==> config.mk <==
export PLATFORM = sky130hd
export DESIGN_NAME = char_class_context_window
export DESIGN_NICKNAME = d
export VERILOG_FILES = /design/src/design/cccw_pkg.sv /design/src/design/cccw_front.sv /design/src/design/cccw_queue.sv /design/src/design/cccw_back.sv /design/src/design/char_class_context_window.sv
export SDC_FILE = /design/constraint.sdc
export NUM_CORES = 1
export LEC_CHECK = 0
export ABC_AREA = 1
export BUFFER_PORTS_ARGS = -buffer_cell sky130_fd_sc_hd__buf_4
export CAP_MARGIN = 20
export CORE_MARGIN = 4
export CORE_UTILIZATION = 59
export DETAILED_ROUTE_END_ITERATION = 8
export PLACE_DENSITY = 0.79
export SYNTH_ARGS = -nofsm -noshare
export SYNTH_HDL_FRONTEND = slang
export SYNTH_SLANG_ARGS = --single-unit
export TNS_END_PERCENT = 50
==> constraint.sdc <==
create_clock -name clk -period 2.69 [get_ports clk]
set_input_delay 0.4035 -clock clk [delete_from_list [all_inputs] [get_ports clk]]
set_output_delay 0.4035 -clock clk [all_outputs]
set_load 0.01 [all_outputs]
==> src/design/cccw_pkg.sv <==
// Shared types, constants and feature-mapping functions for the context window.
`timescale 1ns / 1ps

package cccw_pkg;

    localparam int ROW_W     = 12;
    localparam int BEFORE_W  = 5;
    localparam int AHEAD_W   = 6;
    localparam int TWO_W     = 2;
    localparam int PEND_W    = 2;
    localparam int QDEPTH    = 4;
    localparam int QPTR_W    = 2;
    localparam int QCNT_W    = 3;

    // Positions of the own-character features inside a row.
    localparam int B_ALPHA   = 0;
    localparam int B_ALNUM   = 1;
    localparam int B_NUMERIC = 2;
    localparam int B_LOWER   = 3;
    localparam int B_UPPER   = 4;
    localparam int B_SPACE   = 5;
    localparam int B_SYMBOL  = 6;
    localparam int B_SPECIAL = 7;
    localparam int B_AT      = 8;
    localparam int B_COLON   = 9;
    localparam int B_SLASH   = 10;
    localparam int B_PERIOD  = 11;

    localparam logic [ROW_W-1:0] SPACE_ROW = ROW_W'(1) << B_SPACE;

    localparam logic [PEND_W-1:0] PEND_FULL = PEND_W'(2);

    typedef logic [ROW_W-1:0] row_t;

    typedef struct packed {
        logic last;
        row_t row;
    } entry_t;

    // Handshake between the queue and the back end.
    typedef struct packed {
        logic   valid;
        entry_t data;
    } q_out_t;

    function automatic logic [BEFORE_W-1:0] before_of(input row_t r);
        before_of = {r[B_SYMBOL], r[B_SPACE], r[B_LOWER], r[B_ALNUM], r[B_ALPHA]};
    endfunction

    function automatic logic [AHEAD_W-1:0] ahead_of(input row_t r);
        ahead_of = {r[B_SLASH], r[B_AT], r[B_SPACE], r[B_LOWER], r[B_ALNUM], r[B_ALPHA]};
    endfunction

    function automatic logic [TWO_W-1:0] two_ahead_of(input row_t r);
        two_ahead_of = {r[B_SLASH], r[B_ALPHA]};
    endfunction

endpackage

==> src/design/cccw_front.sv <==
// Front end: turns the class flags of one character into its own-feature row.
`timescale 1ns / 1ps

module cccw_front
    import cccw_pkg::*;
(
    input  logic   is_alpha,
    input  logic   is_numeric,
    input  logic   is_lower,
    input  logic   is_upper,
    input  logic   is_space,
    input  logic   is_printable,
    input  logic   is_special,
    input  logic   is_at_sign,
    input  logic   is_colon,
    input  logic   is_slash,
    input  logic   is_period,
    input  logic   end_of_text,
    output entry_t entry
);

    logic alnum;
    logic symbol;

    assign alnum  = is_alpha | is_numeric;
    // A symbol is printable, yet neither alphanumeric nor whitespace.
    assign symbol = is_printable & ~alnum & ~is_space;

    always_comb
    begin
        entry.last           = end_of_text;
        entry.row            = '0;
        entry.row[B_ALPHA]   = is_alpha;
        entry.row[B_ALNUM]   = alnum;
        entry.row[B_NUMERIC] = is_numeric;
        entry.row[B_LOWER]   = is_lower;
        entry.row[B_UPPER]   = is_upper;
        entry.row[B_SPACE]   = is_space;
        entry.row[B_SYMBOL]  = symbol;
        entry.row[B_SPECIAL] = is_special;
        entry.row[B_AT]      = is_at_sign;
        entry.row[B_COLON]   = is_colon;
        entry.row[B_SLASH]   = is_slash;
        entry.row[B_PERIOD]  = is_period;
    end

endmodule

==> src/design/cccw_queue.sv <==
// Short queue of classified characters between the front and back ends.
`timescale 1ns / 1ps

module cccw_queue
    import cccw_pkg::*;
(
    input  logic   clk,
    input  logic   rst_n,
    input  logic   wr_valid,
    output logic   wr_ready,
    input  entry_t wr_data,
    output q_out_t rd,
    input  logic   rd_pop
);

    entry_t             mem_reg [QDEPTH];
    logic [QPTR_W-1:0]  wr_ptr_reg, wr_ptr_next;
    logic [QPTR_W-1:0]  rd_ptr_reg, rd_ptr_next;
    logic [QCNT_W-1:0]  count_reg, count_next;
    logic               push;
    logic               pop;

    assign wr_ready = (count_reg != QCNT_W'(QDEPTH));
    assign push     = wr_valid && wr_ready;
    assign rd.valid = (count_reg != '0);
    assign rd.data  = mem_reg[rd_ptr_reg];
    assign pop      = rd_pop && rd.valid;

    always_comb
    begin
        wr_ptr_next = push ? wr_ptr_reg + 1'b1 : wr_ptr_reg;
        rd_ptr_next = pop ? rd_ptr_reg + 1'b1 : rd_ptr_reg;
        count_next  = count_reg;
        if (push && !pop)
        begin
            count_next = count_reg + 1'b1;
        end
        else if (pop && !push)
        begin
            count_next = count_reg - 1'b1;
        end
    end

    always_ff @(posedge clk or negedge rst_n)
    begin
        if (!rst_n)
        begin
            wr_ptr_reg <= '0;
            rd_ptr_reg <= '0;
            count_reg  <= '0;
        end
        else
        begin
            wr_ptr_reg <= wr_ptr_next;
            rd_ptr_reg <= rd_ptr_next;
            count_reg  <= count_next;
        end
    end

    always_ff @(posedge clk)
    begin
        if (push)
        begin
            mem_reg[wr_ptr_reg] <= wr_data;
        end
    end

endmodule

==> src/design/cccw_back.sv <==
// Back end: keeps the three-row window, builds feature rows and flushes at end of text.
`timescale 1ns / 1ps

module cccw_back
    import cccw_pkg::*;
(
    input  logic                clk,
    input  logic                rst_n,
    input  q_out_t              rd,
    output logic                rd_pop,
    output logic                out_valid,
    input  logic                out_ready,
    output logic [ROW_W-1:0]    own_bits,
    output logic [BEFORE_W-1:0] before_bits,
    output logic [AHEAD_W-1:0]  ahead_bits,
    output logic [TWO_W-1:0]    two_ahead_bits,
    output logic                row_last
);

    localparam logic [1:0] ST_RUN     = 2'd0;
    localparam logic [1:0] ST_FLUSH_B = 2'd1;
    localparam logic [1:0] ST_FLUSH_C = 2'd2;

    logic [1:0]          state_reg, state_next;
    row_t                w0_reg, w0_next;
    row_t                w1_reg, w1_next;
    row_t                w2_reg, w2_next;
    logic [PEND_W-1:0]   pend_reg, pend_next;
    logic                out_valid_reg, out_valid_next;
    row_t                own_reg, own_next;
    logic [BEFORE_W-1:0] before_reg, before_next;
    logic [AHEAD_W-1:0]  ahead_reg, ahead_next;
    logic [TWO_W-1:0]    two_reg, two_next;
    logic                last_reg, last_next;
    logic                out_free;
    logic                load;
    logic                full_window;

    assign out_free    = !out_valid_reg || out_ready;
    assign full_window = (pend_reg >= PEND_FULL);

    always_comb
    begin
        state_next  = state_reg;
        w0_next     = w0_reg;
        w1_next     = w1_reg;
        w2_next     = w2_reg;
        pend_next   = pend_reg;
        own_next    = own_reg;
        before_next = before_reg;
        ahead_next  = ahead_reg;
        two_next    = two_reg;
        last_next   = last_reg;
        load        = 1'b0;
        rd_pop      = 1'b0;

        case (state_reg)
            ST_RUN:
            begin
                if (rd.valid && (!full_window || out_free))
                begin
                    rd_pop = 1'b1;
                    // The middle row becomes complete once its after-next char is known.
                    if (full_window)
                    begin
                        load        = 1'b1;
                        own_next    = w1_reg;
                        before_next = before_of(w2_reg);
                        ahead_next  = ahead_of(w0_reg);
                        two_next    = two_ahead_of(rd.data.row);
                        last_next   = 1'b0;
                    end
                    w2_next   = w1_reg;
                    w1_next   = w0_reg;
                    w0_next   = rd.data.row;
                    pend_next = full_window ? PEND_FULL : pend_reg + 1'b1;
                    if (rd.data.last)
                    begin
                        state_next = (full_window || pend_reg == PEND_W'(1)) ?
                                     ST_FLUSH_B : ST_FLUSH_C;
                    end
                end
            end
            ST_FLUSH_B:
            begin
                if (out_free)
                begin
                    load        = 1'b1;
                    own_next    = w1_reg;
                    before_next = before_of(w2_reg);
                    ahead_next  = ahead_of(w0_reg);
                    two_next    = '0;
                    last_next   = 1'b0;
                    state_next  = ST_FLUSH_C;
                end
            end
            ST_FLUSH_C:
            begin
                if (out_free)
                begin
                    load        = 1'b1;
                    own_next    = w0_reg;
                    before_next = before_of(w1_reg);
                    ahead_next  = ahead_of(SPACE_ROW);
                    two_next    = '0;
                    last_next   = 1'b1;
                    // Back to the start-of-string window.
                    w0_next     = SPACE_ROW;
                    w1_next     = '0;
                    w2_next     = '0;
                    pend_next   = '0;
                    state_next  = ST_RUN;
                end
            end
            default:
            begin
                state_next = ST_RUN;
            end
        endcase

        if (load)
        begin
            out_valid_next = 1'b1;
        end
        else if (out_ready)
        begin
            out_valid_next = 1'b0;
        end
        else
        begin
            out_valid_next = out_valid_reg;
        end
    end

    always_ff @(posedge clk or negedge rst_n)
    begin
        if (!rst_n)
        begin
            state_reg     <= ST_RUN;
            w0_reg        <= SPACE_ROW;
            w1_reg        <= '0;
            w2_reg        <= '0;
            pend_reg      <= '0;
            out_valid_reg <= 1'b0;
        end
        else
        begin
            state_reg     <= state_next;
            w0_reg        <= w0_next;
            w1_reg        <= w1_next;
            w2_reg        <= w2_next;
            pend_reg      <= pend_next;
            out_valid_reg <= out_valid_next;
        end
    end

    always_ff @(posedge clk)
    begin
        own_reg    <= own_next;
        before_reg <= before_next;
        ahead_reg  <= ahead_next;
        two_reg    <= two_next;
        last_reg   <= last_next;
    end

    assign out_valid      = out_valid_reg;
    assign own_bits       = own_reg;
    assign before_bits    = before_reg;
    assign ahead_bits     = ahead_reg;
    assign two_ahead_bits = two_reg;
    assign row_last       = last_reg;

endmodule

==> src/design/char_class_context_window.sv <==
// Top level of the character-class context window feature generator.
`timescale 1ns / 1ps

// Usage: the input channel (in_valid/in_ready) takes one classified character
// per item, its eleven class flags plus end_of_text on the final character.
// The output channel (out_valid/out_ready) gives one feature row per
// character: own features, previous-character, next and after-next features.
// A row is complete only once the two characters after it have arrived, so
// the row of character k leaves after character k+2 is accepted: that item
// is written into the four-entry queue, from which the back end pops it and
// loads the row into the output register once that register is free.
// Throughput is one item per cycle while out_ready stays high; the window
// update in the back end handles one queue entry per cycle. After the final
// character of a string the back end emits up to two further rows in
// sequence from its flush states and pops nothing.
// After reset the window holds the start-of-string state (the previous
// character counts as a space); the same state returns after each flush.
// When the receiver stalls, the output register holds its row, the back end
// stops popping, and the queue fills; in_ready drops only when it is full.
module char_class_context_window
    import cccw_pkg::*;
(
    input  logic                clk,
    input  logic                rst_n,
    input  logic                in_valid,
    output logic                in_ready,
    input  logic                is_alpha,
    input  logic                is_numeric,
    input  logic                is_lower,
    input  logic                is_upper,
    input  logic                is_space,
    input  logic                is_printable,
    input  logic                is_special,
    input  logic                is_at_sign,
    input  logic                is_colon,
    input  logic                is_slash,
    input  logic                is_period,
    input  logic                end_of_text,
    output logic                out_valid,
    input  logic                out_ready,
    output logic [ROW_W-1:0]    own_bits,
    output logic [BEFORE_W-1:0] before_bits,
    output logic [AHEAD_W-1:0]  ahead_bits,
    output logic [TWO_W-1:0]    two_ahead_bits,
    output logic                row_last
);

    entry_t front_entry;
    q_out_t q_rd;
    logic   q_pop;

    // Classification happens on the way into the queue.
    cccw_front u_front (
        .is_alpha     (is_alpha),
        .is_numeric   (is_numeric),
        .is_lower     (is_lower),
        .is_upper     (is_upper),
        .is_space     (is_space),
        .is_printable (is_printable),
        .is_special   (is_special),
        .is_at_sign   (is_at_sign),
        .is_colon     (is_colon),
        .is_slash     (is_slash),
        .is_period    (is_period),
        .end_of_text  (end_of_text),
        .entry        (front_entry)
    );

    // The queue lets the input side keep going while the back end flushes.
    cccw_queue u_queue (
        .clk      (clk),
        .rst_n    (rst_n),
        .wr_valid (in_valid),
        .wr_ready (in_ready),
        .wr_data  (front_entry),
        .rd       (q_rd),
        .rd_pop   (q_pop)
    );

    cccw_back u_back (
        .clk            (clk),
        .rst_n          (rst_n),
        .rd             (q_rd),
        .rd_pop         (q_pop),
        .out_valid      (out_valid),
        .out_ready      (out_ready),
        .own_bits       (own_bits),
        .before_bits    (before_bits),
        .ahead_bits     (ahead_bits),
        .two_ahead_bits (two_ahead_bits),
        .row_last       (row_last)
    );

endmodule
## Yosys cells after proc, flatten, opt, wreduce, memory -nomap -nowiden

Memory sizes are Yosys's and may differ from the RTL's.
Index checks and enable logic that the tools add are counted.

- Output and inout port bits: 28
- Memories: 1
- Register bits after elaboration: 69
- Input bits: 16
- Bits in writable memories: 52

- Order comparisons: 1
- Bitwise gates (word level): 5
- Mux-type cells: 52
- Equal/unequal tests: 10
- Add/subtract/negate cells: 5
- Reduce and logical (&&, ||, !) cells: 24

Memory list:

| memory | depth | width | rd ports | clocked after Yosys merged registers in | write ports | line | text |
|---|---|---|---|---|---|---|---|
| u_queue.mem_reg | 4 | 13 | 1 | 0 | 1 | cccw_queue.sv:16 | `entry_t mem_reg [QDEPTH];` |

Operator list:

| kind | count |
|---|---|
| two-way mux 12 bit | 8 |
| case mux 12 bit (2 select lines) | 2 |
| case mux 12 bit (3 select lines) | 1 |
| two-way mux 6 bit | 4 |
| two-way mux 5 bit | 4 |
| two-way mux 2 bit | 9 |
| case mux 6 bit (3 select lines) | 1 |
| case mux 5 bit (3 select lines) | 1 |
| case mux 7 bit (2 select lines) | 1 |
| two-way mux 1 bit | 13 |
| inequality test 2 x 1 -> 1 bit (second input constant) | 5 |
| case mux 2 bit (2 select lines) | 2 |
| AND reduction 4 bit | 2 |
| nonzero test 2 bit | 4 |
| two-way mux 7 bit | 1 |
| adder 2 x 1 -> 2 bit (second input constant) | 3 |
| two-way mux 3 bit | 2 |
| case mux 2 bit (3 select lines) | 1 |
| nonzero test 3 bit | 2 |
| logical AND 1 bit | 5 |
| AND reduction 5 bit | 1 |
| == test 2 x 1 -> 1 bit (second input constant) | 2 |
| logical NOT 1 bit | 4 |
| adder 3 x 1 -> 3 bit (second input constant) | 1 |
| 14 further kinds | 18 |

## Logic depth before layout (Yosys ltp)

Gate-level depths: netlist (run 1).

- Depth in word-level cells: 10
- Gate-level depth with buffers: 11
- Depth with buffers taken out: 11

## Modules after synthesis

A second synthesis (run 1) with hierarchy kept.

- Cells, all modules: 536
- Area, all modules: 5,424.0 µm²

By module, submodules not included:

| module | cells each | instances | area each (µm²) |
|---|---|---|---|
| cccw_back | 307 | 1 | 2,756.4 |
| cccw_queue | 210 | 1 | 2,542.4 |
| cccw_front | 19 | 1 | 125.1 |

## Worst setup path after synthesis (run 1)

Ideal clock, no wire load.

- Kind: register to register
- Start: register u_back.state_reg[0]
- End: register u_back.ahead_reg[0], in the netlist u_back.ahead_bits[0] (enable)
- Setup slack: 0.519 ns
- Stages on the path, launching flop included: 9
- Period minus slack after synthesis: 2.171 ns
- Arrival time: 1.793 ns
- Library setup time: 0.379 ns
- Cell sequence: dfrtp_1 > inv_1 > ha_1 > buf_2 > inv_2 > a21oi_1 > a21oi_1 > nand3_1 > inv_1

- Word-level cells in the longest chain between the ends: 3

Ends and longest elaborated chain:

| element | line | text |
|---|---|---|
| start: declaration | cccw_back.sv:24 | `logic [1:0] state_reg, state_next;` |
| start signal: assignment | cccw_back.sv:148 | `state_reg <= state_next;` |
| == test 2 x 1 -> 1 bit (tied with other cells) | cccw_back.sv:57 | `case (state_reg)` |
| inequality test 2 x 1 -> 1 bit (no line) / nonzero test 3 bit (equally long branches) | - |  |
| AND reduction 5 bit (no line) * | - |  |
| end signal: assignment | cccw_back.sv:161 | `ahead_reg <= ahead_next;` |
| end: declaration | cccw_back.sv:32 | `logic [AHEAD_W-1:0] ahead_reg, ahead_next;` |

Mark *: on every way between the ends. The rest lies on a longest branch, timed or not.
A chain may end at the register's enable or synchronous reset.

## Worst setup path after layout (run 1)

- Start: register u_back.state_reg[1]
- End: register u_queue.count_reg[1]

- Word-level cells in the longest chain between the ends: 6

Ends and longest elaborated chain:

| element | line | text |
|---|---|---|
| logical NOT 2 bit | cccw_back.sv:57 |  |
| two-way mux 1 bit | cccw_back.sv:57 |  |
| logical AND 1 bit | cccw_queue.sv:27 | `assign pop = rd_pop && rd.valid;` |
| logical NOT 1 bit | cccw_queue.sv:34 | `if (push && !pop)` |
| logical AND 1 bit | cccw_queue.sv:34 |  |
| two-way mux 3 bit | cccw_queue.sv:34 |  |
| named net u_queue.count_next[1] | cccw_queue.sv:19 | `logic [QCNT_W-1:0] count_reg, count_next;` |
| end signal: assignment | cccw_queue.sv:56 | `count_reg <= count_next;` |
| end: declaration | cccw_queue.sv:19 |  |

The timed path passes the listed nets, and every way through them passes these cells.

==> results of run 1 <==
[layer usage]
metal  vias up  wire length (um)  global-route usage, %
met5         -                 0                      0
met4         0               158                   9.43
met3        15               656                   6.12
met2       120              4860                   34.9
met1      1561              3750                   24.6
li1       1607                 -                      -
[metrics by stage]
| stage | instance area (um^2) | setup slack [ns] | instances |
|---|---|---|---|
| after floorplan | 4990 | 0.519 | 453 |
| after global placement | 5400 | 0.485 | 591 |
| after detailed placement | 5400 | 0.372 | 591 |
| after CTS | 6020 | 0.303 | 624 |
| after global routing | 6020 | 0.0932 | 624 |
| final | 6020 | 0.298 | 624 |
[how the worst max path moves through the flow]
stage                              startpoint                   end  slack [ns]  depth (start not counted)
after global placement    u_back.state_reg[0]  u_queue.count_reg[1]        0.48                          9
final                     u_back.state_reg[1]  u_queue.count_reg[1]        0.30                          9
after floorplan           u_back.state_reg[0]  u_back.ahead_bits[0]        0.52                          8
after detailed placement  u_back.state_reg[1]  u_queue.count_reg[1]        0.37                          9
after CTS                 u_back.state_reg[1]  u_queue.count_reg[1]        0.30                          9
after global routing      u_back.state_reg[0]  u_queue.count_reg[1]        0.09                          9
[cells by family (layout without fill, tap and decap cells)]
kind of cell / Yosys count / count (layout) / synth area share [%]
simple gates: 227 / 227 / 18.4
flops: 119 / 119 / 67.5
buf+inv: 50 / 116 / 4.94
compound gates: 41 / 41 / 5.39
fa+ha+maj: 10 / 10 / 2.66
xor+xnor: 5 / 5 / 0.877
mux: 1 / 1 / 0.226
[report_power, final]
part	internal (mW)	switching [mW]
clock	1.51	0.803
sequential	2.79	0.318
combinational	1.08	1.97
total	5.37	3.09
[cells in the final DEF, fill, tap and decap left out, types with 4 or more instances in the layout]
master and count:
a21oi_1 5, buf_4 51, bufinv_16 4, clkbuf_16 16
clkinv_4 5, dfrtp_1 40, edfxtp_1 78, ha_1 9
inv_1 28, nand2_1 160, nand3_1 41, nor2_1 20
o21ai_0 16, o21ai_2 17, xor2_1 4
[final cells by class]
class                   count  area, um^2
clock buffers              18         418
clock inverters            14         200
fillers                   547        2190
inverters                  31         116
multi-input cells         284        1380
flip-flops and latches    119        3370
well taps                 105         131
repair buffers             53         413
[critical path: cells and delay by family (launching register included)]
kind	cells	cell delay (ns)
fa+ha+maj	3	0.89
flops	1	0.41
buf+inv	4	0.43
mux	1	0.26
simple gates	1	0.28
==> flow_summary.toml, run 1 <==
[clocking]
clockBufferDepth = 2
cts_tree = "done"
cts_root_buf = "clkbuf_8"
htree_num_levels = 4
cts_num_sinks = 119
numCtsBuffers = 17
clock_latency_ns = 0.51
path_clk_slew_ns = 0.06
postCtsSetupBuffers = 0
ctsResizeCount = 0
cts_hold_buf = 1

[yosys]
yosysMostFrequentCell = "nand2_1"
synthArstFlopShare_pct = 34.5
synth_area_leader_cell = "edfxtp_1"
yosysUniqueCellTypes = 26
yosys_warnings = 0
syn_avg_cell_area_um2 = 11.0
synth_nets = 479
synth_top_area_share_pct = 46.9
yosysSeqAreaShare_pct = 67.5
synth_edf_count = 78
synthTopCellsByCount = "nand2_1 (160), edfxtp_1 (78), nand3_1 (41)"
synth_area_um2 = 4990
syn_inst = 453
synth_seq_cells = 119
synth_area_leaders = "edfxtp_1 (47%), dfrtp_1 (20%), nand2_1 (12%), nand3_1 (4.1%), o21ai_2 (3.0%)"
synth_ff_type = "edfxtp_1"

[final_layout]
drive_above_1_share_pct = 21.2
area_growth_syn_to_layout_pct = 20.7
diodes = 0
largest_register_ffs = 52
final_nets = 532
fin_util_pct = 73.3

[sta]
slew_viol_final = 0
rsz0062_at_grt = "false"
worst_pin_slew_ns = 0.604
hold_viol = 0
fin_setup_tns_ns = 0
post-route-period-util_pct = 88.9
clock_skew_ns = 0.00496
slew_headroom_pct = 59.7
hold_ws_ns = 0.0907
min_period_ns = 2.39
setup-violations-final = 0
max_freq_mhz = 418

[routing]
viasPerCell = 5.29
wire_per_inst_um = 15.1
num_vias = 3303
post-route-drc-count = 0
drtIter0Drc = 200
wl_mm = 9.42
dr.pass1.iters = 5
ant_nets = 0

[setup_path]
r2r_end = "u_queue.count_reg[1]"
end_kind = "register"
worstSetupStartpointType = "register"
cp_slowest_cell = "fa_1"
r2r-start = "u_back.state_reg[1]"
cp_max_fo = 5
critPathKind = "reg2reg"
ff2ff_path_depth = 9
crit_path_cell_trace = "inv_1 > ha_1 > inv_1 > nor2_1 > inv_1 > ha_1 > inv_1 > fa_1 > mux2_2"
crit_required_ns = 3.09
cpMostUsedCell = "inv_1"
cpPeakStageDelay_ns = 0.43
worst-r2r-setup-slack_ns = 0.30
cp.arrival_ns = 2.79

[power_and_ir_drop]
vdd_drop_max_v = 0.000698
p_per_area_nw_per_um2 = 1400
power.static_leakage_nw = 2.64
power.total_mw = 8.46

[floorplan]
rows = 33
ioPinCount = 44
die_h_um = 100
initial_core_util_pct = 60.8
core-area_um2 = 8220
die_w_um = 100
dieArea_um2 = 10000

[hold_path]
hold-path-endpoint = "u_queue.mem_reg[1][12]"
holdPathStages = 1
hold_path.class = "in2reg"
hp-start = "end_of_text"

[grt]
grt_util_all_layers_pct = 20.7
overflow = 0
grt_antenna_before_repair = 0
grt_max_degree = 44
grt_pass1_vias = 3248
grt_pass1_wl_mm = 15.8

[place]
dp_hpwl_mm = 5.59
portBuffers = 43
globalplace.congestion = 0.781

[run]
maxCapViolations = 0

[run_status]
status = "finished, final reports clean"
No activity file was read; power rests on OpenSTA's default activity.
==> inputs of run 2 (changes only) <==
--- a/config.mk
+++ b/config.mk
@@ -9,9 +9,9 @@
 export BUFFER_PORTS_ARGS = -buffer_cell sky130_fd_sc_hd__buf_4
 export CAP_MARGIN = 20
 export CORE_MARGIN = 4
-export CORE_UTILIZATION = 59
+export CORE_UTILIZATION = 53
 export DETAILED_ROUTE_END_ITERATION = 8
-export PLACE_DENSITY = 0.79
+export PLACE_DENSITY_LB_ADDON = 0.1
 export SYNTH_ARGS = -nofsm -noshare
 export SYNTH_HDL_FRONTEND = slang
 export SYNTH_SLANG_ARGS = --single-unit
==> constraint.sdc (replaced) <==
create_clock -name clk -period 2.1 [get_ports clk]
set_input_delay 0.315 -clock clk [delete_from_list [all_inputs] [get_ports clk]]
set_output_delay 0.315 -clock clk [all_outputs]
set_load 0.01 [all_outputs]
==> run 2 against run 1 <==
  * Cell area grew 3.1%
  * Clock skew rose by 0.0036 ns
  * Maximum frequency rose by 18%
  * Die area is 10% higher
  * Critical path depth unchanged
  * Highest routed layer unchanged
  * Utilization decreased by 5.8 points
  * Critical path type unchanged
  * Power rose by 30%
  * Sequential cell count unchanged
  * First-iteration DRC count is 18% lower
  * Non-clock buffer count grew 15
  * Largest power group is now combinational logic
==> flow_summary.toml, run 2 (same netlist as run 1, synthesis figures left out) <==
[final_layout]
seq_area_um2 = 3370
layout_commonest_cell = "nand2_1"
drive_above_1_share_pct = 22.5
area_growth_syn_to_layout_pct = 24.4
layout_common_cells = "nand2_1 (160), edfxtp_1 (78), buf_4 (55)"
multi_input_area_um2 = 1390
final_nets = 547
num-fill-cells = 702
largest_register_ffs = 52
diodes = 0

[sta]
hold_viol = 0
worst_pin_slew_ns = 0.543
rsz0062_at_grt = "true"
slew_headroom_pct = 63.8
post-route-period-util_pct = 96.4
clock_skew_ns = 0.00857
setup-violations-final = 0
max_freq_mhz = 494
min_period_ns = 2.02
slew_viol_final = 0
worst_slack_ns = 0.0755

[clocking]
htree_num_levels = 4
cts_tree = "done"
postCtsSetupBuffers = 0
clockBufferDepth = 2
clock_latency_ns = 0.51
cts_root_buf = "clkbuf_8"
path_clk_slew_ns = 0.06
cts_num_sinks = 119
numCtsBuffers = 17

[routing]
post-route-drc-count = 0
num_vias = 3274
viasPerCell = 5.08
wl_mm = 9.33
dr.pass1.iters = 5
ant_nets = 0
wire_per_inst_um = 14.5
drtIter0Drc = 165

[run]
maxCapViolations = 0

[setup_path]
r2r_end = "u_queue.count_reg[1]"
worst-r2r-setup-slack_ns = 0.08
ff2ff_path_depth = 9
end_kind = "register"
crit_required_ns = 2.48
r2r-start = "u_back.state_reg[0]"
cp.arrival_ns = 2.41
worstSetupStartpointType = "register"
cp_max_fo = 4
critPathKind = "reg2reg"

[power_and_ir_drop]
power.total_mw = 11.0
vdd_drop_max_v = 0.000857
p_per_area_nw_per_um2 = 1780
power.static_leakage_nw = 2.71

[floorplan]
rows = 35
die_h_um = 105
initial_core_util_pct = 54.3
die_w_um = 105
dieArea_um2 = 11000
core-area_um2 = 9200
ioPinCount = 44

[grt]
grt_pass1_vias = 3215
grt_antenna_before_repair = 0
grt_util_all_layers_pct = 18.6
grt_pass1_wl_mm = 16.0
grt_max_degree = 52
overflow = 0

[run_status]
status = "finished, final reports clean"

[place]
globalplace.congestion = 0.774
dp_hpwl_mm = 5.69
portBuffers = 43
place_ws_ns = 0.0542

[hold_path]
hp-start = "out_ready"
holdPathStages = 4
hold-path-endpoint = "u_back.out_valid"
hold_path.class = "in2reg"
## run 2: final cells by class
| type | count | area share (%) |
|---|---|---|
| Inverter | 31 | 1.93 |
| Timing Repair Buffer | 68 | 8.91 |
| Clock inverter | 14 | 3.61 |
| Multi-Input combinational cell | 284 | 22.3 |
| Sequential cell | 119 | 54.3 |
| Tap cell | 111 | 2.24 |
| Clock buffer | 18 | 6.73 |
## run 2: repair_timing
action,CTS,global route
gates resized for setup,0,6
endpoints found under the hold margin,84,0
setup endpoints to repair,0,26
hold buffers,12,0
## run 2: how the worst max path moves through the flow
stage	from	end	cells past startpoint
CTS	u_back.state_reg[0]	u_queue.count_reg[1]	9
floorplan	u_back.state_reg[0]	u_queue.count_reg[1]	9
detailed placement	u_back.state_reg[0]	u_queue.count_reg[1]	9
finish	u_back.state_reg[0]	u_queue.count_reg[1]	9
global route	u_back.state_reg[0]	u_back.before_bits[0]	7
global placement	u_back.state_reg[0]	u_queue.count_reg[1]	9
## run 2: metrics by stage
stage	utilization, %	hold slack, ns	area [um^2]	setup TNS [ns]	std cells
after detailed placement	59.1	0.336	5440	0	601
final	67.5	0.160	6210	0	645
after floorplan	-	0.0194	5000	-0.00982	453
after CTS	67.4	0.136	6200	0	645
after global placement	59.1	0.330	5440	0	601
after global routing	67.5	0.175	6210	-0.175	645
## run 2: power breakdown
part,total (mW),switching [mW],internal [mW]
clock,3.09,1.04,2.05
sequential,3.93,0.355,3.58
combinational,4.00,2.55,1.45
total,11.0,3.94,7.08
## run 2: metal layers
layer / wire [um] / global-route usage [%] / vias up
li1: - / - / 1639
met1: 4220 / 24.6 / 1556
met2: 4690 / 29.3 / 75
met3: 362 / 4.94 / 4
met4: 53 / 7.22 / 0
met5: 0 / 0 / -
## run 2: critical path, stage by stage (launching register included)
cell     delay, ns
dfrtp_1       0.41
inv_1         0.11
ha_1          0.18
inv_2         0.06
nor2_2        0.11
inv_1         0.05
ha_1          0.20
inv_2         0.08
fa_2          0.43
mux2_2        0.27
==> inputs of run 3 (changes only) <==
==> constraint.sdc (replaced) <==
create_clock -name clk -period 2.1 [get_ports clk]
set_input_delay 0.105 -clock clk [delete_from_list [all_inputs] [get_ports clk]]
set_output_delay 0.105 -clock clk [all_outputs]
set_load 0.01 [all_outputs]
==> run 3 against run 2 <==
  * Sequential power barely moved
  * Non-clock buffer count rose by 3
  * Maximum frequency rose by 2.4%
  * Critical path depth stayed put
  * Cell area decreased by 1.1%
==> flow_summary.toml, run 3 (same netlist as run 1, synthesis figures left out) <==
[sta]
worst_pin_slew_ns = 0.531
rsz0062_at_grt = "false"
worst_slack_ns = 0.123
max_freq_mhz = 506
clock_skew_ns = 0.00692
setup-violations-final = 0
slew_viol_final = 0
hold_viol = 0
min_period_ns = 1.98
slew_headroom_pct = 64.6
post-route-period-util_pct = 94.1

[routing]
post-route-drc-count = 0
drtIter0Drc = 158
wire_per_inst_um = 13.9
num_vias = 3286
viasPerCell = 5.07
wl_mm = 8.99
ant_nets = 0
dr.pass1.iters = 5

[floorplan]
initial_core_util_pct = 54.3
die_h_um = 105
rows = 35
ioPinCount = 44
core-area_um2 = 9200
dieArea_um2 = 11000
die_w_um = 105

[final_layout]
fin_util_pct = 66.8
seq_area_um2 = 3370
layout_commonest_cell = "nand2_1"
largest_register_ffs = 52
stdcell_count = 648
design_area_um2 = 6140
drive_above_1_share_pct = 22.0
num-fill-cells = 692
layout_common_cells = "nand2_1 (160), edfxtp_1 (78), buf_4 (56)"
diodes = 0
area_growth_syn_to_layout_pct = 23.0
multi_input_area_um2 = 1380
final_nets = 550

[hold_path]
hold_path.class = "in2reg"
hold-path-endpoint = "u_queue.mem_reg[0][6]"
holdPathStages = 2
hp-start = "is_printable"

[grt]
grt_max_degree = 52
overflow = 0
grt_util_all_layers_pct = 17.5
grt_antenna_before_repair = 0
grt_pass1_vias = 3167
grt_pass1_wl_mm = 15.2

[clocking]
htree_num_levels = 4
numCtsBuffers = 17
cts_num_sinks = 119
cts_root_buf = "clkbuf_8"
clockBufferDepth = 2
cts_tree = "done"
clock_latency_ns = 0.51
path_clk_slew_ns = 0.06

[setup_path]
cp.arrival_ns = 2.36
cpPeakStageDelay_ns = 0.41
r2r-start = "u_back.state_reg[1]"
cp_slowest_cell = "dfrtp_1"
worstSetupStartpointType = "register"
worst-r2r-setup-slack_ns = 0.12
cp_max_fo = 4
crit_path_cell_trace = "inv_1 > ha_2 > inv_2 > nor2_2 > inv_1 > ha_1 > inv_2 > fa_1 > mux2_2"
r2r_end = "u_queue.count_reg[1]"
crit_required_ns = 2.48
end_kind = "register"
critPathKind = "reg2reg"
ff2ff_path_depth = 9

[run_status]
status = "finished, final reports clean"

[place]
portBuffers = 43
dp.cells = 601
dp_hpwl_mm = 5.49
globalplace.congestion = 0.807
place_ws_ns = 0.0765
place_area_um2 = 5440

[power_and_ir_drop]
p_per_area_nw_per_um2 = 1720
power.static_leakage_nw = 2.69
vdd_drop_max_v = 0.000788

[run]
maxCapViolations = 0
==> run 3: power breakdown <==
group,switching (mW),internal (mW)
Combinational,2.51,1.46
Sequential,0.339,3.58
Clock,0.961,1.70
Total,3.81,6.73
==> run 3: layout make-up <==
| type | instances | share of cell area [%] |
|---|---|---|
| Clock buffer | 21 | 7.15 |
| Sequential cell | 119 | 54.9 |
| Multi-Input combinational cell | 284 | 22.5 |
| Inverter | 31 | 1.96 |
| Tap cell | 111 | 2.26 |
| Timing Repair Buffer | 71 | 9.45 |
| Clock inverter | 11 | 1.77 |
==> run 3: per-layer routing <==
| layer | routed length [um] | GRT usage [%] |
|---|---|---|
| met5 | 0 | 0 |
| met1 | 4070 | 22.9 |
| met3 | 461 | 4.39 |
| met2 | 4340 | 28.0 |
| met4 | 118 | 7.12 |
==> run 3: worst max-delay path, delay by kind of cell (launching register included) <==
family / cells / cell delay, ns
muxes: 1 / 0.27
adders and majority gates: 3 / 0.79
buffers and inverters: 4 / 0.28
and+or+nand+nor: 1 / 0.11
DFF: 1 / 0.41
==> run 3: through the flow <==
stage                     setup TNS, ns  hold slack (ns)  total power [mW]
final                                 0           0.0599              10.5
after global routing                  0           0.0521              11.3
after CTS                             0           0.0372              10.6
after detailed placement              0            0.122              7.89
after global placement                0            0.121              7.82
after floorplan                -0.00982           -0.191              6.78
==> run 3: worst max-delay path by stage <==
stage,start,end,slack [ns],cells past startpoint
global placement,u_back.state_reg[0],u_queue.count_reg[2],0.12,11
detailed placement,u_back.state_reg[1],u_queue.count_reg[1],0.08,9
global route,u_queue.count_reg[0],u_queue.count_reg[2],0.002,11
floorplan,u_back.state_reg[0],u_queue.count_reg[1],-0.01,9
finish,u_back.state_reg[1],u_queue.count_reg[1],0.12,9
CTS,u_back.state_reg[1],u_queue.count_reg[1],0.04,9
==> run 3: timing repair <==
action / in CTS / in global routing
endpoints found under the hold margin: 95 / 0
setup buffers: 0 / 1
resized for setup: 0 / 6
hold buffers: 14 / 0
setup endpoints to repair: 0 / 2
